### src/rtl/mmrn_pkg.sv
// Package for the min/max range normalizer: field widths, payload structs,
// sequencer states and the divider request type. No dependencies.
`timescale 1ns / 1ps

package mmrn_pkg;

    localparam int DATA_W          = 32;
    localparam int SPAN_W          = 13;
    localparam int HALF_W          = SPAN_W - 1;
    localparam int FRAC_W          = 16;
    localparam int PROD_W          = DATA_W + SPAN_W;
    localparam int MAX_SAMPLES_DEF = 64;

    localparam logic [SPAN_W-1:0] SPAN_RESET = SPAN_W'(256);

    // Divider: 64-bit dividend, 32-bit divisor, 32 quotient bits
    localparam int DIV_N_W = 2 * DATA_W;
    localparam int DIV_D_W = DATA_W;
    localparam int DIV_Q_W = DATA_W;

    typedef struct packed {
        logic signed [DATA_W-1:0] sample_value;
        logic                     is_last_sample;
    } in_item_t;

    typedef struct packed {
        logic signed [DATA_W-1:0] scaled_value;
        logic        [DATA_W-1:0] scale_factor;
        logic signed [DATA_W-1:0] offset_value;
        logic                     is_last_result;
    } out_item_t;

    typedef struct packed {
        logic               start;
        logic [DIV_N_W-1:0] dividend;
        logic [DIV_D_W-1:0] divisor;
    } div_req_t;

    typedef enum logic [3:0] {
        ST_LOAD,
        ST_SCALE,
        ST_SCALE_WAIT,
        ST_OFFSET,
        ST_OFFSET_ADD,
        ST_READ,
        ST_MUL,
        ST_DIV_START,
        ST_DIV_WAIT,
        ST_EMIT
    } state_t;

endpackage

### src/rtl/min_max_range_normalizer.sv
// Min/max range normalizer. Load: one sample per cycle into the sample RAM.
// Closing: scale = dist/span and the offset, then per result a RAM read, a
// multiply, a bit-serial divide on the shared one-bit-per-cycle divider and
// an output load; a flat set skips the divide. A stall at the output
// register holds the emit step until the previous result is taken.
// Reset (rst_n, async, active low): empty set, span 256, no result pending.
`timescale 1ns / 1ps

module min_max_range_normalizer
    import mmrn_pkg::*;
#(
    parameter int MAX_SAMPLES = MAX_SAMPLES_DEF
) (
    input  logic      clk,
    input  logic      rst_n,
    input  logic      sample_valid,
    output logic      sample_ready,
    input  in_item_t  sample_data,
    output logic      result_valid,
    input  logic      result_ready,
    output out_item_t result_data,
    input  logic              span_we,
    input  logic [SPAN_W-1:0] span_wdata
);

    localparam int AW    = $clog2(MAX_SAMPLES);
    localparam int CNT_W = $clog2(MAX_SAMPLES + 1);

    // ------------------------------------------------------------------
    // State
    // ------------------------------------------------------------------
    state_t                   state_reg;
    state_t                   state_next;
    logic [CNT_W-1:0]         count_reg;   // samples stored in current set
    logic [CNT_W-1:0]         idx_reg;     // emit pointer
    logic signed [DATA_W-1:0] min_reg;
    logic signed [DATA_W-1:0] max_reg;
    logic [SPAN_W-1:0]        span_reg;
    logic [DATA_W-1:0]        dist_reg;
    logic [DATA_W-1:0]        scale_reg;
    logic [DATA_W-1:0]        off_mul_reg;
    logic signed [DATA_W-1:0] offset_reg;
    logic [PROD_W-1:0]        prod_reg;
    logic signed [DATA_W-1:0] res_value_reg;
    logic                     out_valid_reg;
    out_item_t                out_data_reg;

    // ------------------------------------------------------------------
    // Derived values
    // ------------------------------------------------------------------
    logic [SPAN_W-1:0]   hi_w;
    logic [HALF_W-1:0]   half_w;
    logic [DATA_W-1:0]   dist_w;
    logic [DATA_W-1:0]   diff_w;
    logic [PROD_W-1:0]   prod_w;
    logic [DATA_W+HALF_W-1:0] off_mul_w;
    logic                in_xfer;
    logic                store_ok;
    logic                out_free;
    logic                last_res;
    logic                flat;

    logic [DATA_W-1:0]   ram_rdata;
    logic                ram_re;
    div_req_t            div_req;
    logic [DIV_Q_W-1:0]  div_quotient;
    logic                div_done;

    // Decoded strobes
    logic ld_scale;
    logic ld_off_mul;
    logic ld_offset;
    logic ld_prod;
    logic ld_flat;
    logic ld_res;
    logic ld_out;

    always_comb
    begin
        // a span of zero behaves as one
        hi_w      = (span_reg == '0) ? SPAN_W'(1) : span_reg;
        half_w    = hi_w[SPAN_W-1:1];
        // max >= min, so the wrapped 32-bit difference is the exact distance
        dist_w    = DATA_W'(max_reg - min_reg);
        diff_w    = DATA_W'(signed'(ram_rdata) - min_reg);
        prod_w    = PROD_W'(diff_w) * PROD_W'(hi_w);
        off_mul_w = (DATA_W + HALF_W)'(half_w) * (DATA_W + HALF_W)'(scale_reg);
        in_xfer   = sample_valid && sample_ready;
        store_ok  = (count_reg < CNT_W'(MAX_SAMPLES));
        out_free  = !out_valid_reg || result_ready;
        last_res  = (CNT_W'(idx_reg + 1'b1) == count_reg);
        flat      = (dist_reg == '0);
    end

    // ------------------------------------------------------------------
    // Sequencer: next state
    // ------------------------------------------------------------------
    always_comb
    begin
        state_next = state_reg;
        case (state_reg)
            ST_LOAD:
            begin
                if (in_xfer && sample_data.is_last_sample)
                begin
                    state_next = ST_SCALE;
                end
            end
            ST_SCALE:      state_next = ST_SCALE_WAIT;
            ST_SCALE_WAIT:
            begin
                if (div_done)
                begin
                    state_next = ST_OFFSET;
                end
            end
            ST_OFFSET:     state_next = ST_OFFSET_ADD;
            ST_OFFSET_ADD: state_next = ST_READ;
            ST_READ:       state_next = ST_MUL;
            ST_MUL:        state_next = flat ? ST_EMIT : ST_DIV_START;
            ST_DIV_START:  state_next = ST_DIV_WAIT;
            ST_DIV_WAIT:
            begin
                if (div_done)
                begin
                    state_next = ST_EMIT;
                end
            end
            ST_EMIT:
            begin
                if (out_free)
                begin
                    state_next = last_res ? ST_LOAD : ST_READ;
                end
            end
            default:       state_next = ST_LOAD;
        endcase
    end

    // ------------------------------------------------------------------
    // Sequencer: outputs and strobes
    // ------------------------------------------------------------------
    always_comb
    begin
        sample_ready     = 1'b0;
        ram_re           = 1'b0;
        div_req.start    = 1'b0;
        div_req.dividend = {(DIV_N_W - DATA_W)'(0), dist_w};
        div_req.divisor  = DIV_D_W'(hi_w);
        ld_scale         = 1'b0;
        ld_off_mul       = 1'b0;
        ld_offset        = 1'b0;
        ld_prod          = 1'b0;
        ld_flat          = 1'b0;
        ld_res           = 1'b0;
        ld_out           = 1'b0;
        case (state_reg)
            ST_LOAD:       sample_ready = 1'b1;
            ST_SCALE:      div_req.start = 1'b1;   // dist / span
            ST_SCALE_WAIT: ld_scale = div_done;
            ST_OFFSET:     ld_off_mul = 1'b1;
            ST_OFFSET_ADD: ld_offset = 1'b1;
            ST_READ:       ram_re = 1'b1;
            ST_MUL:
            begin
                ld_prod = !flat;
                ld_flat = flat;
            end
            ST_DIV_START:
            begin
                // (diff * span) << 16 over dist
                div_req.start    = 1'b1;
                div_req.dividend = DIV_N_W'({prod_reg, FRAC_W'(0)});
                div_req.divisor  = dist_reg;
            end
            ST_DIV_WAIT:   ld_res = div_done;
            ST_EMIT:       ld_out = out_free;
            default:       sample_ready = 1'b0;
        endcase
    end

    // ------------------------------------------------------------------
    // Control registers
    // ------------------------------------------------------------------
    always_ff @(posedge clk or negedge rst_n)
    begin
        if (!rst_n)
        begin
            state_reg     <= ST_LOAD;
            count_reg     <= '0;
            idx_reg       <= '0;
            min_reg       <= '0;
            max_reg       <= '0;
            span_reg      <= SPAN_RESET;
            out_valid_reg <= 1'b0;
        end
        else
        begin
            state_reg <= state_next;

            if (span_we)
            begin
                span_reg <= span_wdata;
            end

            // samples past a full store are dropped; the last flag still closes
            if (in_xfer && store_ok)
            begin
                count_reg <= count_reg + 1'b1;
                if (count_reg == '0)
                begin
                    min_reg <= sample_data.sample_value;
                    max_reg <= sample_data.sample_value;
                end
                else
                begin
                    if (sample_data.sample_value < min_reg)
                    begin
                        min_reg <= sample_data.sample_value;
                    end
                    if (sample_data.sample_value > max_reg)
                    begin
                        max_reg <= sample_data.sample_value;
                    end
                end
            end

            if (ld_out)
            begin
                out_valid_reg <= 1'b1;
                if (last_res)
                begin
                    idx_reg   <= '0;
                    count_reg <= '0;
                end
                else
                begin
                    idx_reg <= idx_reg + 1'b1;
                end
            end
            else if (result_ready)
            begin
                out_valid_reg <= 1'b0;
            end
        end
    end

    // ------------------------------------------------------------------
    // Datapath registers
    // ------------------------------------------------------------------
    always_ff @(posedge clk)
    begin
        if (state_reg == ST_SCALE)
        begin
            dist_reg <= dist_w;
        end
        if (ld_scale)
        begin
            scale_reg <= div_quotient;
        end
        if (ld_off_mul)
        begin
            off_mul_reg <= off_mul_w[DATA_W-1:0];
        end
        if (ld_offset)
        begin
            offset_reg <= signed'(DATA_W'(off_mul_reg + unsigned'(min_reg)));
        end
        if (ld_prod)
        begin
            prod_reg <= prod_w;
        end
        if (ld_flat)
        begin
            // all samples equal: pass through
            res_value_reg <= signed'(ram_rdata);
        end
        else if (ld_res)
        begin
            res_value_reg <= signed'(DATA_W'(div_quotient
                                     - DATA_W'({half_w, FRAC_W'(0)})));
        end
        if (ld_out)
        begin
            out_data_reg.scaled_value   <= res_value_reg;
            out_data_reg.scale_factor   <= scale_reg;
            out_data_reg.offset_value   <= offset_reg;
            out_data_reg.is_last_result <= last_res;
        end
    end

    assign result_valid = out_valid_reg;
    assign result_data  = out_data_reg;

    // ------------------------------------------------------------------
    // Sample store. Writes only in ST_LOAD, reads only during the emit
    // pass, so the two ports never touch the same entry in one cycle.
    // ------------------------------------------------------------------
    mmrn_ram #(
        .WIDTH (DATA_W),
        .DEPTH (MAX_SAMPLES)
    ) u_store (
        .clk   (clk),
        .we    (in_xfer && store_ok),
        .waddr (count_reg[AW-1:0]),
        .wdata (unsigned'(sample_data.sample_value)),
        .re    (ram_re),
        .raddr (idx_reg[AW-1:0]),
        .rdata (ram_rdata)
    );

    // Shared divider: scale once per set, then one quotient per sample unless the set is flat
    mmrn_divider u_div (
        .clk      (clk),
        .rst_n    (rst_n),
        .req      (div_req),
        .quotient (div_quotient),
        .done     (div_done)
    );

endmodule

### src/rtl/mmrn_ram.sv
// Generic single-write, single-read synchronous RAM with registered read.
// No dependencies.
`timescale 1ns / 1ps

module mmrn_ram #(
    parameter int WIDTH = 32,
    parameter int DEPTH = 64
) (
    input  logic                     clk,
    input  logic                     we,
    input  logic [$clog2(DEPTH)-1:0] waddr,
    input  logic [WIDTH-1:0]         wdata,
    input  logic                     re,
    input  logic [$clog2(DEPTH)-1:0] raddr,
    output logic [WIDTH-1:0]         rdata
);

    logic [WIDTH-1:0] mem_reg [DEPTH];
    logic [WIDTH-1:0] rdata_reg;

    always_ff @(posedge clk)
    begin
        if (we)
        begin
            mem_reg[waddr] <= wdata;
        end
        if (re)
        begin
            rdata_reg <= mem_reg[raddr];
        end
    end

    assign rdata = rdata_reg;

endmodule

### src/rtl/mmrn_divider.sv
// Restoring divider, one quotient bit per cycle, 32 iterations.
// Depends on mmrn_pkg. Caller guarantees dividend[63:32] < divisor.
`timescale 1ns / 1ps

module mmrn_divider
    import mmrn_pkg::*;
(
    input  logic               clk,
    input  logic               rst_n,
    input  div_req_t           req,
    output logic [DIV_Q_W-1:0] quotient,
    output logic               done
);

    localparam int CNT_W = $clog2(DIV_Q_W);

    logic [DIV_D_W-1:0] rem_reg;
    logic [DIV_D_W-1:0] rem_next;
    logic [DIV_D_W-1:0] dvd_reg;
    logic [DIV_D_W-1:0] divisor_reg;
    logic [DIV_Q_W-1:0] quo_reg;
    logic [CNT_W-1:0]   cnt_reg;
    logic               busy_reg;
    logic               done_reg;
    logic [DIV_D_W:0]   trial;
    logic               ge;

    always_comb
    begin
        trial    = {rem_reg, dvd_reg[DIV_D_W-1]};
        ge       = (trial >= {1'b0, divisor_reg});
        rem_next = ge ? DIV_D_W'(trial - {1'b0, divisor_reg}) : trial[DIV_D_W-1:0];
    end

    always_ff @(posedge clk or negedge rst_n)
    begin
        if (!rst_n)
        begin
            busy_reg <= 1'b0;
            done_reg <= 1'b0;
            cnt_reg  <= '0;
        end
        else
        begin
            done_reg <= 1'b0;
            if (req.start)
            begin
                busy_reg <= 1'b1;
                cnt_reg  <= CNT_W'(DIV_Q_W - 1);
            end
            else if (busy_reg)
            begin
                cnt_reg <= cnt_reg - 1'b1;
                if (cnt_reg == '0)
                begin
                    busy_reg <= 1'b0;
                    done_reg <= 1'b1;
                end
            end
        end
    end

    always_ff @(posedge clk)
    begin
        if (req.start)
        begin
            rem_reg     <= req.dividend[DIV_N_W-1:DIV_D_W];
            dvd_reg     <= req.dividend[DIV_D_W-1:0];
            divisor_reg <= req.divisor;
        end
        else if (busy_reg)
        begin
            rem_reg <= rem_next;
            dvd_reg <= {dvd_reg[DIV_D_W-2:0], 1'b0};
            quo_reg <= {quo_reg[DIV_Q_W-2:0], ge};
        end
    end

    assign quotient = quo_reg;
    assign done     = done_reg;

endmodule

### config.mk
export PLATFORM = sky130hd
export DESIGN_NAME = min_max_range_normalizer
export DESIGN_NICKNAME = d
export VERILOG_FILES = /design/src/rtl/mmrn_pkg.sv /design/src/rtl/min_max_range_normalizer.sv /design/src/rtl/mmrn_ram.sv /design/src/rtl/mmrn_divider.sv
export SDC_FILE = /design/constraint.sdc
export NUM_CORES = 2
export LEC_CHECK = 0
export ABC_AREA = 1
export BUFFER_PORTS_ARGS = -buffer_cell sky130_fd_sc_hd__clkbuf_2
export CORE_ASPECT_RATIO = 1.5
export CORE_MARGIN = 2
export CORE_UTILIZATION = 40
export CTS_CLUSTER_DIAMETER = 200
export DETAILED_ROUTE_END_ITERATION = 8
export GPL_TIMING_DRIVEN = 0
export PLACE_DENSITY_LB_ADDON = 0.3
export SKIP_LAST_GASP = 1
export SYNTH_ARGS = -nofsm -noshare
export SYNTH_HDL_FRONTEND = slang
export SYNTH_SLANG_ARGS = --single-unit
### constraint.sdc
create_clock -name clk -period 6.5 [get_ports clk]
set_input_delay 0 -clock clk [delete_from_list [all_inputs] [get_ports clk]]
set_output_delay 0 -clock clk [all_outputs]
set_load 0.01 [all_outputs]
# Word level (Yosys, flattened, before mapping)
# Memory sizes are Yosys's and may differ from the RTL's. A register that Yosys moved wholly into a read port is not among the register bits.
# Index checks and enable logic that the tools add are counted.
dict set report word_totals {
  ff_bits 533
  ramBits 2048
  inputBits 51
  out_inout_bits 99
  elab_cells 122
  n_memories 1
}
# memory words width rd rd_clocked_by_memory_dff wr line
set memory_table {}
lappend memory_table {u_store.mem_reg 64 32 1 1 1 mmrn_ram.sv:18} ;# logic [WIDTH-1:0] mem_reg [DEPTH];
dict set report op_classes {
  addsub 8
  mul 2
  magnitude_cmp 4
  n_eq_ne 14
  muxes 46
  bitwise_logic 1
  n_reduce_logical 21
}
# operator count
set op_table {}
lappend op_table {{two-way mux 32 bit} 11}
lappend op_table {{subtractor 32 bit} 3}
lappend op_table {{two-way mux 93 bit} 1}
lappend op_table {{multiplier 32 x 13 -> 45 bit} 1}
lappend op_table {{case mux 4 bit (10 select lines)} 1}
lappend op_table {{>= comparator 33 x 32 -> 1 bit} 1}
lappend op_table {{adder 32 bit} 1}
lappend op_table {{> comparator 32 bit} 1}
lappend op_table {{logical NOT 32 bit} 1}
lappend op_table {{< comparator 32 bit} 1}
lappend op_table {{multiplier 12 x 32 -> 32 bit} 1}
lappend op_table {{subtractor 32 x 28 -> 32 bit} 1}
lappend op_table {{two-way mux 7 bit} 4}
lappend op_table {{two-way mux 1 bit} 20}
lappend op_table {{two-way mux 4 bit} 5}
lappend op_table {{== test 4 x 3 -> 1 bit (second input constant)} 4}
lappend op_table {{adder 7 x 1 -> 7 bit (second input constant)} 2}
lappend op_table {{logical NOT 13 bit} 1}
lappend op_table {{two-way mux 13 bit} 1}
lappend op_table {{two-way mux 5 bit} 2}
lappend op_table {{nonzero test 2 bit} 5}
lappend op_table {{== test 4 x 2 -> 1 bit (second input constant)} 2}
lappend op_table {{== test 4 bit (second input constant)} 2}
lappend op_table {{== test 7 bit} 1}
lappend op_table {{16 further kinds} 23}

# Longest topological paths before layout
dict set report depth {
  word_depth 7
  ltp_mapped 34
  ltp_nobuf 34
}

# Modules after synthesis
# Synthesis repeated with hierarchy kept, for this count alone.
dict set report hier_totals {
  cells_unflattened 13178
  area_unflattened_um2 136271.9
}
# module n_inst cells_per_inst area_each_um2 seq_area_each_um2
set by_module_without_submodules {}
lappend by_module_without_submodules {mmrn_ram 1 6769 83058.4 62459.9}
lappend by_module_without_submodules {min_max_range_normalizer 1 5384 44996.9 11472.3}
lappend by_module_without_submodules {mmrn_divider 1 1025 8216.6 4018.9}

# Least setup slack after synthesis
# OpenSTA, ideal clock, no wires.
dict set report synth_timing {
  path_type {register -> register}
  start {register min_reg[0]}
  end {register prod_reg[25], data pin}
  setup_ps 265
  t_arrival_ps 6102
  required_ps 6235
  path_slack_ps 133
  path_stages_with_launch 26
  path_buffers 0
  period_less_slack_ps 6367
  path_cell_list {dfrtp_1 > ha_1 > fa_1 > inv_1 > nand3_1 > nand2_1 > a21boi_2 > o21bai_1 > xor2_1 > inv_1 > nor2_1 > fa_1 > fa_1 > inv_1 > fa_1 > fa_1 > fa_1 > inv_1 > ha_1 > a21oi_1 > o21ai_0 > a21oi_1 > o21ai_0 > a21boi_0 > o21ai_0 > xor2_1}
}
dict set report synth_between {
  elab_chain_len 2
}
# item line
set synth_lines {}
lappend synth_lines {{start, declared} min_max_range_normalizer.sv:36} ;# logic signed [DATA_W-1:0] min_reg;
lappend synth_lines {{start signal, assigned} min_max_range_normalizer.sv:212} ;# min_reg <= sample_data.sample_value;
lappend synth_lines {{start signal, assigned} min_max_range_normalizer.sv:219} ;# min_reg <= sample_data.sample_value;
lappend synth_lines {{subtractor 32 bit} min_max_range_normalizer.sv:85} ;# diff_w = DATA_W'(signed'(ram_rdata) - min_reg);
lappend synth_lines {{multiplier 32 x 13 -> 45 bit} min_max_range_normalizer.sv:86} ;# prod_w = PROD_W'(diff_w) * PROD_W'(hi_w);
lappend synth_lines {{via prod_w[25]} min_max_range_normalizer.sv:55} ;# logic [PROD_W-1:0] prod_w;
lappend synth_lines {{end signal, assigned} min_max_range_normalizer.sv:271} ;# prod_reg <= prod_w;
lappend synth_lines {{end, declared} min_max_range_normalizer.sv:43} ;# logic [PROD_W-1:0] prod_reg;
# The timed path passes the listed nets, and every way through them passes these cells.
# A chain may end at the register's enable or synchronous reset.

# Final worst setup path
dict set report layout_timing {
  start {register u_store.rdata_reg[9] (netlist: u_store.rdata[9]), read port of u_store.mem_reg}
  end {register prod_reg[40], data pin}
}
dict set report layout_between {
  elab_chain_len 2
}
# item line
set layout_lines {}
lappend layout_lines {{start, declared} mmrn_ram.sv:19} ;# logic [WIDTH-1:0] rdata_reg;
lappend layout_lines {{subtractor 32 bit} min_max_range_normalizer.sv:85}
lappend layout_lines {{multiplier 32 x 13 -> 45 bit} min_max_range_normalizer.sv:86}
lappend layout_lines {{via prod_w[40]} min_max_range_normalizer.sv:55}
# The timed path passes the listed nets, and every way through them passes these cells.

==> qor.csv <==
metric;value;unit
largest net degree at the start of global routing;95;
Overall Global Routing Usage;32.1;%
worst slew pin tran;1620;ps
total number of vias;104000;
height of the chip;710;um
setup ws final;-388;ps
CORE AREA;0.332;mm^2
top sig layer;met5;
Worst EP arrival;7670;ps
critical path endpoint category;flop;
DR vias/cell;5.88;
RD Place Congestion;1.05;
clk slew on worst S/H paths;70;ps
routed wire length;551;mm
remaining antenna violation count;0;
Final Cycle Share;106;%
final net count;14000;
CP Class;flop to flop;
die area;0.337;mm^2
max reg flops;2048;
number of flops mapped to enable cells by yosys;2510;
max frequency;0.145;GHz
Main synth FF type;edfxtp_1;
total congestion overflow;0;
YS warnings;0;
Worst Hold Class;input pin to flop;
row count;259;
Syn Nets;13100;
clk sinks;2613;
Worst setup SP type;flop;
Worst Path Required;7290;ps
status;complete, but fails checks;
FF+latch count, synth;2613;
syn avg cell area;10.9;um^2
Worst-Skew Late Latency;1000;ps
final setup vio count;25;
mapped cell area;0.133;mm^2
most frequent cells in the layout;edfxtp_1, nor2_1, nand2_1, o21ai_0, inv_1;
P&R area growth vs syn;18.5;%
Seq/Total Area, Yosys;58.6;%
M1 WL;175;mm
drc violations;0;
most common cell after layout, fill and taps aside;edfxtp_1;
final period demand of the worst path;6890;ps
share of layout cells above drive strength 1;13.7;%
post-synthesis cell type count;65;
Clock Tree Root;clkbuf_16;
DP Wirelength;398;mm
unrepaired setup endpoints after global routing;true;
CTS Buf Count;247;
Worst Path Max Fanout;4;
hold wc startpoint;sample_data[26];
Hold Slack;67.9;ps
clk buf depth;4;
CTS tree;built;
CP max stage delay;590;ps
PortBufs;149;
Place WS;-1950;ps
DRT iter0 DRCs;14100;
Worst setup startpoint;u_store.rdata[9];
Met3 Routed Length;51.6;mm
Slowest-stage cell, CP;fa_2;
Final Max Slew Viols;16;
die width;475;um
Rel. slew slack;-8.31;%
vias in the first global route;102000;
DR WL/cell;31.1;um
global-route wire length before repair;756;mm
# IOs;150;
Detailed Routing Iterations Pass 1;8;
Clock Skew;170;ps
initial antenna violation count;55;
Synth async-reset ratio;3.94;%
Synth Instances;12200;
H-tree depth;4;
initial core utilization;40.1;%
Met2 Routed Length;259;mm
FF-to-FF Start;u_store.rdata[9];
max-cap violation count;3;
fillers;30100;
failing checks;max-capacitance violations, max-slew violations, negative setup slack;
final hold vios;0;
==> through the flow <==
stage,util [%],cell area [um^2],TNS (ps),cells
6_report,47.6,158000,-6290,17700
5_1_grt,47.5,158000,-9540,17700
3_3_place_gp,42.0,139000,-824290,16700
3_5_place_dp,43.2,143000,-51630,16900
2_1_floorplan,-,133000,0,12200
4_1_cts,47.0,156000,-2530,17600
==> final timing paths <==
check / end / slack, ps / depth (start not counted)
setup reg to reg: prod_reg[40] / -390 / 29
hold reg to reg: result_data[96] / 420 / 0
max in group asynchronous: min_reg[30] / 4920 / 4
setup / recovery: prod_reg[40] / -390 / 29
hold / removal: u_store.mem_reg[59][25] / 70 / 2
min in group asynchronous: u_div.cnt_reg[3] / 370 / 3
==> cell families after synthesis <==
group / share of synthesized area, %
AND/OR/NAND/NOR: 12.5
XOR/XNOR: 1.16
flip-flops: 58.6
adder cells (fa/ha/maj): 11.9
AO/OA/AOI/OAI: 10.5
buffers and inverters: 5.42
==> final cells by class <==
| cell class | instances | area, um^2 | share of cell area [%] |
|---|---|---|---|
| antenna | 21 | 52.6 | 0.0333 |
| buffer | 615 | 2760 | 1.75 |
| clock buffer | 280 | 6330 | 4.01 |
| clock inverter | 168 | 1830 | 1.16 |
| inverter | 1200 | 4630 | 2.93 |
| multi-input combinational | 7719 | 51400 | 32.6 |
| sequential | 2613 | 78000 | 49.5 |
| tap | 4437 | 5550 | 3.52 |
| timing repair buffer | 657 | 7160 | 4.54 |
==> critical path: cells and delay by family, from the launching register on <==
family	cells	cell delay (ps)
flip-flops	1	500
XOR/XNOR	2	450
adder cells (fa/ha/maj)	7	3360
AO/OA/AOI/OAI	1	180
buffers and inverters	10	920
AND/OR/NAND/NOR	9	1340
==> Yosys cell counts (all sizes together) (46+ instances only) <==
master     n  area, um^2
o22ai    603        3770
inv     1192        4480
o21ai   1496        7500
xor2     112        1000
xnor2     61         542
fa       574       11500
nand2   1665        6280
or2       59         369
dfrtp    102        2550
buf      230        1210
edfxtp  2510       75400
nand3b    46         349
clkbuf   397        1490
a21oi    247        1240
ha       344        4300
nand3    431        2180
nor2    1766        6660
==> timing repair <==
item,CTS,global route
setup buffers,185,86
setup endpoints to repair,43,40
pin swaps,163,166
hold buffers,96,0
gates resized for setup,570,272
endpoints found under the hold margin,1980,0
==> per-layer routing <==
layer | global-route usage (%) | vias up
met4 | 29.9 | 42
met5 | 0 | -
met1 | 34.1 | 51200
met3 | 7.03 | 2347
met2 | 52.9 | 6853
li1 | - | 43700
Power is not shown: default switching activity piles up to over one toggle a cycle in this logic, so the estimate is an artifact.
